`src/hw/rtl/dwpid_pkg.sv`:
```
// Shared types, constants and the command scaling function of the wheel speed controller.
package dwpid_pkg;

   localparam int SPEED_W    = 13;
   localparam int CMD_W      = 9;
   localparam int TGT_W      = 10;
   localparam int ERR_W      = 14;
   localparam int DERR_W     = 15;
   localparam int INTEG_W    = 25;
   localparam int PWM_W      = 9;
   localparam int GAIN_W     = 16;
   localparam int CSR_ADDR_W = 2;

   // registers inside one control-law lane, input to output
   localparam int LAW_DEPTH = 7;

   localparam logic [CSR_ADDR_W-1:0] CSR_GAIN_PROP  = 2'd0;
   localparam logic [CSR_ADDR_W-1:0] CSR_GAIN_INTEG = 2'd1;
   localparam logic [CSR_ADDR_W-1:0] CSR_GAIN_DERIV = 2'd2;

   localparam logic [GAIN_W-1:0] GAIN_PROP_RST  = 16'd256;
   localparam logic [GAIN_W-1:0] GAIN_INTEG_RST = 16'd0;
   localparam logic [GAIN_W-1:0] GAIN_DERIV_RST = 16'd0;

   localparam logic signed [INTEG_W-1:0] INTEG_LIMIT  = 25'sd10000000;
   localparam logic signed [TGT_W-1:0]   TGT_DEADBAND = 10'sd10;

   // cmd * 500 / 255, reciprocal of 255 at 2^-24
   localparam logic [16:0] CMD_SCALE_NUM = 17'd500;
   localparam logic [16:0] CMD_SCALE_DEN = 17'd255;
   localparam logic [33:0] CMD_RECIP     = 34'd65793;

   typedef struct packed {
      logic [GAIN_W-1:0] prop;
      logic [GAIN_W-1:0] integ;
      logic [GAIN_W-1:0] deriv;
   } gains_type;

   typedef struct packed {
      logic                       zero;
      logic signed [TGT_W-1:0]    target;
      logic signed [ERR_W-1:0]    err;
      logic signed [INTEG_W-1:0]  integ;
      logic signed [DERR_W-1:0]   derr;
   } wheel_terms_type;

   // trunc(c * 500 / 255); one correction step after the reciprocal multiply
   function automatic logic signed [TGT_W-1:0] scale_cmd(input logic signed [CMD_W-1:0] c);
      logic [CMD_W-1:0] mag;
      logic [16:0]      x;
      logic [33:0]      prod;
      logic [8:0]       q0;
      logic [16:0]      rem;
      logic [8:0]       q;
      mag  = c[CMD_W-1] ? CMD_W'(-c) : CMD_W'(c);
      x    = 17'(mag) * CMD_SCALE_NUM;
      prod = 34'(x) * CMD_RECIP;
      q0   = prod[32:24];
      rem  = x - 17'(q0) * CMD_SCALE_DEN;
      q    = (rem >= CMD_SCALE_DEN) ? q0 + 9'd1 : q0;
      return c[CMD_W-1] ? -$signed({1'b0, q}) : $signed({1'b0, q});
   endfunction

endpackage

```
`src/hw/rtl/dwpid_state.sv`:
```
// Per-wheel loop state: target, error integral and last error, updated once per word.
module dwpid_state (
   input  logic                                clock,
   input  logic                                reset,
   input  logic                                upd,
   input  logic                                cmd_valid,
   input  logic                                stop,
   input  logic signed [dwpid_pkg::TGT_W-1:0]  cmd_target,
   input  logic signed [dwpid_pkg::SPEED_W-1:0] speed,
   output dwpid_pkg::wheel_terms_type          terms
);
   import dwpid_pkg::*;

   logic signed [TGT_W-1:0]   target_ff, target_in;
   logic signed [INTEG_W-1:0] integ_ff, integ_in;
   logic signed [ERR_W-1:0]   prev_ff, prev_in;

   logic signed [TGT_W-1:0]   tgt;
   logic                      dead;
   logic signed [ERR_W-1:0]   err;
   logic signed [INTEG_W:0]   sum;
   logic signed [INTEG_W-1:0] integ_sat;
   logic signed [DERR_W-1:0]  derr;

   always_comb begin
      tgt  = cmd_valid ? cmd_target : target_ff;
      dead = (tgt > -TGT_DEADBAND) && (tgt < TGT_DEADBAND);
      err  = ERR_W'(tgt) - ERR_W'(speed);
      sum  = (INTEG_W+1)'(integ_ff) + (INTEG_W+1)'(err);
      if (sum > INTEG_LIMIT) begin
         integ_sat = INTEG_LIMIT;
      end else if (sum < -INTEG_LIMIT) begin
         integ_sat = -INTEG_LIMIT;
      end else begin
         integ_sat = sum[INTEG_W-1:0];
      end
      derr = DERR_W'(err) - DERR_W'(prev_ff);

      priority if (stop) begin
         target_in = '0;
         integ_in  = '0;
         prev_in   = '0;
      end else if (dead) begin
         target_in = tgt;
         integ_in  = '0;
         prev_in   = '0;
      end else begin
         target_in = tgt;
         integ_in  = integ_sat;
         prev_in   = err;
      end

      terms.zero   = stop || dead;
      terms.target = tgt;
      terms.err    = err;
      terms.integ  = integ_sat;
      terms.derr   = derr;
   end

   always_ff @(posedge clock) begin
      if (reset) begin
         target_ff <= '0;
         integ_ff  <= '0;
         prev_ff   <= '0;
      end else if (upd) begin
         target_ff <= target_in;
         integ_ff  <= integ_in;
         prev_ff   <= prev_in;
      end
   end

endmodule

```
`config.mk`:
```
export PLATFORM = sky130hd
export DESIGN_NAME = dwpid_state
export DESIGN_NICKNAME = d
export VERILOG_FILES = /design/src/hw/rtl/dwpid_pkg.sv /design/src/hw/rtl/dwpid_state.sv
export SDC_FILE = /design/constraint.sdc
export NUM_CORES = 1
export LEC_CHECK = 0
export ABC_AREA = 1
export BUFFER_PORTS_ARGS = -buffer_cell sky130_fd_sc_hd__buf_2
export CELL_PAD_IN_SITES_DETAIL_PLACEMENT = 1
export CELL_PAD_IN_SITES_GLOBAL_PLACEMENT = 1
export CORE_MARGIN = 5
export CORE_UTILIZATION = 43
export CTS_BUF_LIST = sky130_fd_sc_hd__clkbuf_16
export CTS_CLUSTER_DIAMETER = 50
export DETAILED_ROUTE_END_ITERATION = 7
export PLACE_DENSITY_LB_ADDON = 0.1
export SYNTH_ARGS = -nofsm -noshare
export SYNTH_HDL_FRONTEND = slang
export SYNTH_SLANG_ARGS = --single-unit
```
`constraint.sdc`:
```
create_clock -name clock -period 11.4 [get_ports clock]
set_clock_uncertainty 0.15 [all_clocks]
set_input_delay 0 -clock clock [delete_from_list [all_inputs] [get_ports clock]]
set_output_delay 0 -clock clock [all_outputs]
set_load 0.05 [all_outputs]
```
==> flow_results.org <==
** Worst hold path
- Count of cells along the worst hold path :: 4
- For hold timing, the worst endpoint is target_ff[0].
- In this run the worst hold path is classified as input pin to register.
- The worst hold path begins at stop.

** Cells and area
- Cells with a size suffix above 1 make up approximately 15% of the layout.
- The area growth from synthesis to layout is 13.1%.
- Number of antenna diodes :: 0
- Post-Layout Inst Area :: roughly 0.0067 mm²
- Nets :: approximately 1200

** Synth
- The synthesized netlist devotes around 4.4% of its cell area to XOR and XNOR gates.
- Share of flip-flops with an asynchronous set or reset after synthesis :: 0%
- After synthesis the netlist holds a flip-flop and latch count of 49.
- Top FF cell, synth :: sky130_fd_sc_hd__dfxtp_1
- Warnings from Yosys :: 0
- Summing the areas of all compound-gate instances in the mapped netlist gives 11.1% of the synthesized area.
- The top cell type by area accounts for a little over a fifth of the synthesized area.
- Top cells by area in the synthesized netlist :: sky130_fd_sc_hd__nand2_1, sky130_fd_sc_hd__dfxtp_1, sky130_fd_sc_hd__ha_1
- Post-Syn Area per Cell :: slightly below 6 µm²
- After synthesis, flip-flops and latches occupy between 10% and 20% of the total area.
- Synth top cells by count :: sky130_fd_sc_hd__nand2_1, sky130_fd_sc_hd__inv_1, sky130_fd_sc_hd__a21oi_1
- Multiplexer share of the synthesized area :: 0%
- After Yosys synthesis, and, or, nand and nor cells account for about two fifths of the synthesized area.
- The netlist uses 40 different library cells.
- The synthesized netlist devotes a little over an eighth of its cell area to adder and majority cells.
- The synthesized netlist occupies a cell area of 0.00591 mm².
- Most instantiated library cell after synthesis :: sky130_fd_sc_hd__nand2_1
- The largest total area in the synthesized netlist belongs to sky130_fd_sc_hd__nand2_1.
- Synthesis handed over a netlist of roughly 1000 instances.
- After synthesis, the largest family of logic cells by area is simple AND/OR/NAND/NOR gates.
- Counting every net in the synthesized netlist gives between 1000 and 1500.
- Counting flops with a built-in enable in the synthesized netlist gives 0.

** Clock tree
- TritonCTS built the clock tree.
- Clock latency reported for the late side of the worst-skew pair :: ~290 ps
- CTS root buf :: sky130_fd_sc_hd__clkbuf_16
- Clock tree synthesis inserted a total of 5 buffers.
- Once the clock tree was built, the setup fixing pass inserted 0 buffers.
- Clk slew on worst S/H paths :: roughly 70 ps
- For this design, the CTS-stage hold fixing added 0 buffers.
- The H-tree was split into 2 levels.
- The clock drives between 40 and 50 sinks.
- The clock passes through at most 2 buffers.
- Post-cts resize count :: 0

** Worst setup path
- Worst flop-to-flop path startpoint :: target_ff[2]
- Worst path bufs/invs :: 5
- The endpoint identified for the worst register-to-register timing path is integ_ff[9].
- CP Capture Type :: output port
- Critical Path Fanout Max :: 31
- Most repeated library cell on the critical path :: sky130_fd_sc_hd__nand2_1
- Critical path required time :: between 10000 and 15000 ps
- Setup slack, reg-to-reg :: 5640 ps
- The worst setup path is launched from a register.
- For the worst flop-to-flop path, the logic depth is 29.
- Top Family by Delay on Critical Path :: simple AND/OR/NAND/NOR gates
- The slowest stage of the critical path belongs to the cell sky130_fd_sc_hd__nand3_2.
- Peak per-stage delay on the critical path :: between 500 and 600 ps
- STA puts the critical path data arrival time at 5950 ps.
- Worst Path Class, Setup :: register to output port

** Global routing
- Busiest metal layer after global routing :: met2
- Global routing used around a third of the available met1 tracks.
- Global router's overall resource usage :: 24.6%
- Entering global routing, the biggest net connects between 50 and 60 pins.
- First-pass GRT wire length :: between 30 and 40 mm
- In the global route stage, met3 resource usage came out at under 10%.
- For this run the aggregate overflow at the end of global routing stands at 0.
- Number of antenna violations at the first check in global routing :: 0
- The number of global-route vias before repair is about 6600.
- In the global route stage, met2 resource usage came out at a little over two fifths.

** Power
- Across the VDD grid, the largest voltage drop is about 0.14 mV.
- Total Power :: around 1300 µW
- Power per standard cell area :: approximately 200 mW/mm²
- Static leakage :: ~0.0037 µW

** Drt
- For this run, design rule violations remaining after detail routing come to 0.
- The routed layout has between 6000 and 7000 vias.
- Violation count after the first detailed-route iteration :: ~300
- Residual antenna-violating net count after detailed routing :: 0
- First-pass iteration count of the detailed router :: 4
- Routed length per instance :: about 16 µm
- After detailed routing, the number of vias per cell comes to roughly 5.1.
- Wires add up to roughly 20 mm.

** Timing
- Setup violations remaining at the end of the flow were counted as 0.
- Tightest slew margin relative to the limit :: 29.4%
- After layout, the worst setup slack is around 5300 ps.
- Setup total negative slack on the finished layout was measured at 0 ps.
- Number of max-slew violations in the final report :: 0
- Setup repair after global routing left no endpoint under its margin.
- At the pin with the least slew margin, the transition time is between 1000 and 1500 ps.
- Peak clock frequency supported by timing :: between 0.15 and 0.2 GHz
- Time the final worst path needs with I/O delays and setup :: slightly above 6000 ps
- Of the available clock period, the critical path in the final layout requires between 50% and 60%.
- The final count of hold timing violations is 2.
- Hold slack final :: -10.0 ps

** Run
- Across the run, the number of max-cap violations was 0.

** Placed design
- Before CTS, the worst setup slack after placement is about 5700 ps.
- After legalization and detailed placement, the total HPWL measured 16.5 mm.
- PortBufs :: 92
- Instance area after placement :: between 0.006 and 0.007 mm²
- GPL Wtd Cong :: 0.830

** Floorplanning
- Floorplan row count :: 42
- Chip width :: approximately 130 µm
- Y dimension of the die :: between 100 and 150 µm
- The die covers 0.0162 mm².
- Starting density of the core :: roughly 44%
- Core footprint :: approximately 0.013 mm²
- 93 I/O pins were placed.

** Run status
- Violations in the final reports :: negative hold slack
- Result of the run :: finished, violations left
==> metal layers <==
| layer | share of wire (%) | up-vias |
|---|---|---|
| met4 | 1.8 | 0 |
| li1 | - | 3307 |
| met5 | 0 | - |
| met3 | 3.9 | 22 |
| met1 | 47 | 3014 |
| met2 | 48 | 128 |
==> power breakdown <==
group          internal [µW]  switching, µW  total (µW)
Sequential               182           8.20         191
Combinational            254            749        1000
Clock                   80.8           70.2         151
Total                    517            828        1350
==> cell families after synthesis <==
logic type / Yosys count
adders and majority gates: 63
buffers and inverters: 209
AOI/OAI and AO/OA: 119
and+or+nand+nor: 536
DFF: 49
xor gates and xnor gates: 30
==> layout by cell type (no fill, tap or decap), types with 13 or more instances in the layout <==
| cell type | n |
|---|---|
| sky130_fd_sc_hd__a21oi_1 | 77 |
| sky130_fd_sc_hd__nand2_1 | 342 |
| sky130_fd_sc_hd__dfxtp_1 | 49 |
| sky130_fd_sc_hd__ha_1 | 60 |
| sky130_fd_sc_hd__nand2_2 | 31 |
| sky130_fd_sc_hd__o21ai_0 | 15 |
| sky130_fd_sc_hd__nand4_1 | 25 |
| sky130_fd_sc_hd__nor2_1 | 48 |
| sky130_fd_sc_hd__inv_1 | 183 |
| sky130_fd_sc_hd__buf_2 | 92 |
| sky130_fd_sc_hd__xnor2_1 | 13 |
| sky130_fd_sc_hd__nand3_1 | 49 |
| sky130_fd_sc_hd__xor2_1 | 17 |
==> state kept, by name, summed over array words and instances, names as in the netlist <==
signal / flops
prev_ff: 14
target_ff: 10
integ_ff: 25
==> metrics by stage <==
step,utilization [%],hold WS [ps],instances
global route,50.0,26.9,1269
global placement,49.0,302,1261
floorplan,-,129,1006
finish,50.0,-10.0,1269
detailed placement,49.0,307,1261
CTS,50.0,0.254,1269
==> cell type report <==
cell class | count | area [µm²]
multi-input cells | 748 | 4100
clock inverters | 3 | 17.5
inverters | 186 | 698
fillers | 1958 | 6670
clock buffers | 5 | 125
repair buffers | 102 | 536
flip-flops and latches | 49 | 981
well taps | 176 | 220
==> worst register-to-register path: cells and delay by family, from the launching register on <==
family	cells	cell delay, ps
buffers and inverters	3	320
flip-flops	1	310
XOR/XNOR	1	500
AND/OR/NAND/NOR	16	2230
AO/OA/AOI/OAI	7	1310
adder cells (fa/ha/maj)	2	810
==> how the worst max path moves through the flow <==
| stage | from | to | slack, ps | cells after the start |
|---|---|---|---|---|
| floorplan | target_ff[2] | integ_ff[10] | 5190 | 29 |
| CTS | target_ff[2] | terms[31] | 5370 | 29 |
| finish | target_ff[2] | terms[31] | 5300 | 29 |
| global route | target_ff[2] | terms[26] | 4660 | 30 |
| global placement | target_ff[2] | terms[31] | 5810 | 29 |
| detailed placement | target_ff[2] | terms[33] | 5650 | 29 |
No activity file was read; power rests on OpenSTA's default activity.
