`src/hw/rtl/dwpid_pkg.sv`:
```
// Shared types, constants and the command scaling function of the wheel speed controller.
package dwpid_pkg;

   localparam int SPEED_W    = 13;
   localparam int CMD_W      = 9;
   localparam int TGT_W      = 10;
   localparam int ERR_W      = 14;
   localparam int DERR_W     = 15;
   localparam int INTEG_W    = 25;
   localparam int PWM_W      = 9;
   localparam int GAIN_W     = 16;
   localparam int CSR_ADDR_W = 2;

   // registers inside one control-law lane, input to output
   localparam int LAW_DEPTH = 7;

   localparam logic [CSR_ADDR_W-1:0] CSR_GAIN_PROP  = 2'd0;
   localparam logic [CSR_ADDR_W-1:0] CSR_GAIN_INTEG = 2'd1;
   localparam logic [CSR_ADDR_W-1:0] CSR_GAIN_DERIV = 2'd2;

   localparam logic [GAIN_W-1:0] GAIN_PROP_RST  = 16'd256;
   localparam logic [GAIN_W-1:0] GAIN_INTEG_RST = 16'd0;
   localparam logic [GAIN_W-1:0] GAIN_DERIV_RST = 16'd0;

   localparam logic signed [INTEG_W-1:0] INTEG_LIMIT  = 25'sd10000000;
   localparam logic signed [TGT_W-1:0]   TGT_DEADBAND = 10'sd10;

   // cmd * 500 / 255, reciprocal of 255 at 2^-24
   localparam logic [16:0] CMD_SCALE_NUM = 17'd500;
   localparam logic [16:0] CMD_SCALE_DEN = 17'd255;
   localparam logic [33:0] CMD_RECIP     = 34'd65793;

   typedef struct packed {
      logic [GAIN_W-1:0] prop;
      logic [GAIN_W-1:0] integ;
      logic [GAIN_W-1:0] deriv;
   } gains_type;

   typedef struct packed {
      logic                       zero;
      logic signed [TGT_W-1:0]    target;
      logic signed [ERR_W-1:0]    err;
      logic signed [INTEG_W-1:0]  integ;
      logic signed [DERR_W-1:0]   derr;
   } wheel_terms_type;

   // trunc(c * 500 / 255); one correction step after the reciprocal multiply
   function automatic logic signed [TGT_W-1:0] scale_cmd(input logic signed [CMD_W-1:0] c);
      logic [CMD_W-1:0] mag;
      logic [16:0]      x;
      logic [33:0]      prod;
      logic [8:0]       q0;
      logic [16:0]      rem;
      logic [8:0]       q;
      mag  = c[CMD_W-1] ? CMD_W'(-c) : CMD_W'(c);
      x    = 17'(mag) * CMD_SCALE_NUM;
      prod = 34'(x) * CMD_RECIP;
      q0   = prod[32:24];
      rem  = x - 17'(q0) * CMD_SCALE_DEN;
      q    = (rem >= CMD_SCALE_DEN) ? q0 + 9'd1 : q0;
      return c[CMD_W-1] ? -$signed({1'b0, q}) : $signed({1'b0, q});
   endfunction

endpackage

```
`src/hw/rtl/dwpid_law.sv`:
```
// Per-wheel control law pipeline: gain products, sum, scaling by 1/256000 and PWM clamp.
module dwpid_law (
   input  logic                               clock,
   input  logic                               en,
   input  dwpid_pkg::gains_type               gains,
   input  dwpid_pkg::wheel_terms_type         terms,
   output logic signed [dwpid_pkg::PWM_W-1:0] pwm
);
   import dwpid_pkg::*;

   localparam int PP_W   = 31;
   localparam int PI_W   = 41;
   localparam int PD_W   = 31;
   localparam int SA_W   = 36;
   localparam int ACC_W  = 44;
   localparam int SHR    = 11;              // 256000 = 2^11 * 125
   localparam int XS_W   = ACC_W - SHR;
   localparam int X_W    = 15;
   localparam int Q_W    = 8;
   localparam int RPROD_W = 30;
   localparam int RSHR   = 21;

   localparam logic signed [SA_W-1:0]  K_FF    = 36'sd102400;
   localparam logic signed [SA_W-1:0]  K_PROP  = 36'sd100;
   localparam logic signed [ACC_W-1:0] K_DERIV = 44'sd10000;
   localparam logic [XS_W-1:0]         SAT_X   = 33'd32000;   // quotient reaches 256
   localparam logic [RPROD_W-1:0]      DIV_RECIP = 30'd16777; // 2^21 / 125
   localparam logic [X_W-1:0]          DIV_K   = 15'd125;
   localparam logic [Q_W-1:0]          PWM_MAX = 8'd255;

   // stage 3: terms
   wheel_terms_type t3_ff;
   // stage 4: products
   logic signed [PP_W-1:0]  pp_ff, pp_in;
   logic signed [PI_W-1:0]  pi_ff, pi_in;
   logic signed [PD_W-1:0]  pd_ff, pd_in;
   logic signed [TGT_W-1:0] tgt4_ff;
   logic                    zero4_ff;
   // stage 5: partial sums
   logic signed [SA_W-1:0]  sa_ff, sa_in;
   logic signed [ACC_W-1:0] sb_ff, sb_in;
   logic                    zero5_ff;
   // stage 6: full sum
   logic signed [ACC_W-1:0] acc_ff, acc_in;
   logic                    zero6_ff;
   // stage 7: magnitude / 2048
   logic [ACC_W-1:0]        mag;
   logic [XS_W-1:0]         xs;
   logic [X_W-1:0]          x7_ff, x7_in;
   logic                    sat7_ff, sat7_in, neg7_ff, zero7_ff;
   // stage 8: quotient estimate
   logic [RPROD_W-1:0]      rprod;
   logic [X_W-1:0]          x8_ff;
   logic [Q_W-1:0]          q0_ff, q0_in;
   logic                    sat8_ff, neg8_ff, zero8_ff;
   // stage 9: result
   logic [X_W-1:0]          rem;
   logic [Q_W-1:0]          q, qmag;
   logic signed [PWM_W-1:0] pwm_ff, pwm_in;

   always_comb begin
      pp_in = PP_W'($signed({1'b0, gains.prop}))  * PP_W'(t3_ff.err);
      pi_in = PI_W'($signed({1'b0, gains.integ})) * PI_W'(t3_ff.integ);
      pd_in = PD_W'($signed({1'b0, gains.deriv})) * PD_W'(t3_ff.derr);

      sa_in = SA_W'(tgt4_ff) * K_FF + SA_W'(pp_ff) * K_PROP;
      sb_in = ACC_W'(pi_ff) + ACC_W'(pd_ff) * K_DERIV;

      acc_in = ACC_W'(sa_ff) + sb_ff;

      mag     = acc_ff[ACC_W-1] ? ACC_W'(-acc_ff) : ACC_W'(acc_ff);
      xs      = mag[ACC_W-1:SHR];
      sat7_in = (xs >= SAT_X);
      x7_in   = sat7_in ? '0 : xs[X_W-1:0];

      rprod = RPROD_W'(x7_ff) * DIV_RECIP;
      q0_in = rprod[RSHR+Q_W-1:RSHR];

      // estimate is at most one low
      rem  = x8_ff - X_W'(q0_ff) * DIV_K;
      q    = (rem >= DIV_K) ? q0_ff + 8'd1 : q0_ff;
      qmag = sat8_ff ? PWM_MAX : q;
      priority if (zero8_ff) begin
         pwm_in = '0;
      end else if (neg8_ff) begin
         pwm_in = -$signed({1'b0, qmag});
      end else begin
         pwm_in = $signed({1'b0, qmag});
      end
   end

   always_ff @(posedge clock) begin
      if (en) begin
         t3_ff    <= terms;
         pp_ff    <= pp_in;
         pi_ff    <= pi_in;
         pd_ff    <= pd_in;
         tgt4_ff  <= t3_ff.target;
         zero4_ff <= t3_ff.zero;
         sa_ff    <= sa_in;
         sb_ff    <= sb_in;
         zero5_ff <= zero4_ff;
         acc_ff   <= acc_in;
         zero6_ff <= zero5_ff;
         x7_ff    <= x7_in;
         sat7_ff  <= sat7_in;
         neg7_ff  <= acc_ff[ACC_W-1];
         zero7_ff <= zero6_ff;
         x8_ff    <= x7_ff;
         q0_ff    <= q0_in;
         sat8_ff  <= sat7_ff;
         neg8_ff  <= neg7_ff;
         zero8_ff <= zero7_ff;
         pwm_ff   <= pwm_in;
      end
   end

   assign pwm = pwm_ff;

endmodule

```
`config.mk`:
```
export PLATFORM = sky130hd
export DESIGN_NAME = dwpid_law
export DESIGN_NICKNAME = d
export VERILOG_FILES = /design/src/hw/rtl/dwpid_pkg.sv /design/src/hw/rtl/dwpid_law.sv
export SDC_FILE = /design/constraint.sdc
export NUM_CORES = 2
export LEC_CHECK = 0
export BUFFER_PORTS_ARGS = -buffer_cell sky130_fd_sc_hd__clkbuf_2
export CORE_ASPECT_RATIO = 0.9
export CORE_MARGIN = 4
export CORE_UTILIZATION = 54
export CTS_CLUSTER_SIZE = 8
export DETAILED_ROUTE_END_ITERATION = 8
export GPL_TIMING_DRIVEN = 0
export PLACE_DENSITY_LB_ADDON = 0.08
export SLEW_MARGIN = 20
export SYNTH_ARGS = -nofsm -noshare
export SYNTH_HDL_FRONTEND = slang
export SYNTH_SLANG_ARGS = --single-unit
```
`constraint.sdc`:
```
create_clock -name clock -period 6.9 [get_ports clock]
set_clock_uncertainty 0.05 [all_clocks]
set_input_delay 0.69 -clock clock [delete_from_list [all_inputs] [get_ports clock]]
set_output_delay 0.69 -clock clock [all_outputs]
set_load 0.02 [all_outputs]
```
==> impl_metrics.py <==
metrics = {
    "global_routing": {
        "grtUsageTotal_pct": 25.2,
        "antenna_found_initial": 8,
        "grt_pass1_vias": 44400,
        "grt_first_pass_wirelength_um": 237000,
        "grt_start_max_net_pins": 92,
        "overflow": 0,
    },
    "setup_path": {
        "crit_fanout": 4,
        "cp.arrival_ps": 7210,
        "path_delay_family": "adder cells",
        "critPathRequiredTime_ps": 7260,
        "cp-startpoint": "pd_ff[4]",
        "critPathSlowestCell": "fa_1",
        "regToRegStartpoint": "pd_ff[4]",
        "worstSetupEndpointType": "register",
        "criticalPathCategory": "reg2reg",
        "cp_num_buf_inv": 6,
        "cp_slowest_stage_delay_ps": 540,
        "critPathLaunchType": "register",
    },
    "floorplan": {
        "std_cell_rows": 116,
        "die-area_um2": 118000,
        "core-area_um2": 111000,
        "die_y_um": 326,
        "die_w_um": 361,
        "io_pins": 124,
        "start_util_pct": 54.4,
    },
    "final_layout": {
        "multi_input_area_um2": 45400,
        "instances_no_fill": 8056,
        "area_growth_pct": 11.2,
        "fin_nets": 8465,
        "drive_gt1_share_pct": 9.67,
        "fillers": 9586,
        "final_util_pct": 60.5,
        "regArea_um2": 10700,
    },
    "synth": {
        "synthFlopType": "edfxtp_1",
        "yosys_warnings": 0,
        "syn_area_per_cell_um2": 9.73,
        "synth_top_area_share_pct": 30.6,
        "synth_area_leader_cell": "fa_1",
        "async_reset_ff_share_pct": 0,
        "synth_cell_type_count": 87,
        "synth_edf_count": 356,
        "synthCells": 6231,
        "synth_area_um2": 60600,
        "yosysSeqAreaShare_pct": 17.6,
        "synth-seq-cells": 356,
        "synth_area_leaders": "fa_1 31%, ha_1 18%, edfxtp_1 18%",
        "syn_nets": 8133,
    },
    "detailed_routing": {
        "routedWlPerCell_um": 18.3,
        "viasPerCell": 5.39,
        "drt_iter0_drc": 2601,
        "drc": 0,
        "num_vias": 43400,
        "postRouteAntennaNets": 0,
        "firstDrtPassIters": 7,
        "wl_um": 147000,
    },
    "sta": {
        "worst_pin_slew_ps": 877,
        "maxSlewHeadroom_pct": 41.0,
        "setup_violations": 0,
        "min_period_ps": 6840,
        "period_share_pct": 99.2,
        "rsz0062_at_grt": "true",
        "fin_ws_ps": 55.8,
        "whs_ps": 151,
        "finalHoldViolCount": 0,
        "drv_slew": 0,
        "fmax_mhz": 146,
    },
    "clocking": {
        "clock_latency_ps": 670,
        "cts_hold_buf": 0,
        "htreeDepth": 2,
        "path_clk_slew_ps": 50,
        "clock-sinks": 356,
        "cts_tree": "yes",
        "cts_buffers": 54,
        "cts-root-buf": "clkbuf_16",
        "cts_buffer_depth": 3,
    },
    "min_path": {
        "min_from": "terms[59]",
        "hold_class": "in2reg",
    },
    "run": {
        "drv_cap": 0,
    },
    "run_status": {
        "status": "completed",
    },
    "place": {
        "dp_hpwl_um": 120000,
        "dp_worst_setup_slack_ps": -1540,
        "dp_cells": 7834,
        "routabilityCongestion": 0.943,
        "io_buffers": 123,
    },
}
## worst register-to-register path: cells and delay by family (launching register included)
family / cells / cell delay [ps]
XOR/XNOR: 2 / 290
AO/OA/AOI/OAI: 11 / 2310
buffers and inverters: 6 / 530
flip-flops: 1 / 450
AND/OR/NAND/NOR: 3 / 480
adder cells (fa/ha/maj): 7 / 2520
## final timing paths
check | end | slack [ps] | cells past startpoint
setup / recovery | sb_ff[42] | 60 | 29
hold / removal | t3_ff[59] | 150 | 1
setup reg to reg | sb_ff[42] | 60 | 29
hold reg to reg | tgt4_ff[0] | 360 | 0
## registers in the layout (all words and copies together) (netlist names)
signal    flops
tgt4_ff      10
sat8_ff       1
sa_ff        34
zero6_ff      1
pd_ff        31
t3_ff        65
x7_ff        15
zero7_ff      1
zero4_ff      1
q0_ff         8
pp_ff        31
sat7_ff       1
zero5_ff      1
acc_ff       44
x8_ff        15
sb_ff        44
zero8_ff      1
neg7_ff       1
pi_ff        41
pwm           9
neg8_ff       1
## cell families (layout without fill, tap and decap cells)
group / count (synthesis) / after routing / synth area share (%)
compound gates: 723 / 723 / 7.80
xor+xnor: 281 / 281 / 4.06
fa+ha+maj: 1787 / 1787 / 48.4
buf+inv: 1526 / 1875 / 9.47
flops: 356 / 356 / 17.6
mux: 7 / 7 / 0.120
other cells: 0 / 1 / 0
simple gates: 1551 / 1551 / 12.6
## timing repair
action,in CTS,in global routing
setup buffers,81,75
resized for setup,156,246
hold endpoints to repair,0,0
setup endpoints to repair,45,39
pin swaps,19,95
## through the flow
step / setup TNS [ps] / area, µm²
global placement: -396510 / 63100
floorplan: 0 / 60600
finish: 0 / 67400
detailed placement: -30220 / 63200
CTS: -71.1 / 65900
global route: -831 / 67400
## cell type report
cell class              instances  share of cell area [%]
inverters                    1390                    7.75
repair buffers                284                    2.89
clock inverters                11                   0.271
plain buffers                 128                    1.13
well taps                    1475                    2.74
multi-input cells            4349                    67.3
flip-flops and latches        356                    15.9
clock buffers                  62                    2.05
diodes                          1                 0.00371
## cell usage in the layout, fill, tap and decap left out, types with 13 or more instances in the layout
cell type | synthesis | final
inv_1 | 1390 | 1384
fa_1 | 925 | 914
ha_1 | 862 | 818
nand2_1 | 618 | 617
and2_1 | 370 | 369
edfxtp_1 | 356 | 356
nor2_1 | 215 | 210
xnor2_1 | 202 | 192
a21oi_1 | 203 | 182
clkbuf_2 | 0 | 163
buf_4 | 0 | 159
o21ai_0 | 145 | 131
a21o_1 | 87 | 87
xor2_1 | 79 | 76
nand2b_1 | 59 | 58
nand3_1 | 59 | 55
nor3_1 | 58 | 54
clkbuf_16 | 0 | 54
o21a_1 | 48 | 47
clkbuf_1 | 132 | 46
nor2b_1 | 43 | 42
o21bai_1 | 36 | 34
ha_4 | 0 | 34
nand4_1 | 26 | 26
a211oi_1 | 26 | 22
or3_1 | 20 | 20
o211ai_1 | 20 | 20
and3_1 | 20 | 19
a21oi_2 | 1 | 16
a31oi_1 | 18 | 16
clkbuf_4 | 0 | 15
o31ai_1 | 17 | 14
or2_2 | 13 | 13
## cell usage after synthesis (all sizes together) (11+ instances only)
master and n:
nand2b 60, o211ai 20, edfxtp 356, nand2 619
nor2b 43, clkbuf 132, a21o 87, nand3 60
or3 20, nor3 59, fa 925, or2 13
a211oi 26, o21bai 36, and2 370, nand4 26
a31oi 18, a21oi 204, o21a 48, nor2 215
o31ai 17, o21ai 145, nor4 13, a211o 11
xor2 79, xnor2 202, ha 862, inv 1390
and3 20
## per-layer routing
layer | wire, µm | part of all wire (%) | track usage [%]
met5 | 55 | 0.037 | 0
met4 | 3780 | 2.6 | 6.00
met3 | 10100 | 6.8 | 4.28
met2 | 68300 | 46 | 40.9
met1 | 65000 | 44 | 35.5
Power is not shown: default switching activity piles up to over one toggle a cycle in this logic, so the estimate is an artifact.
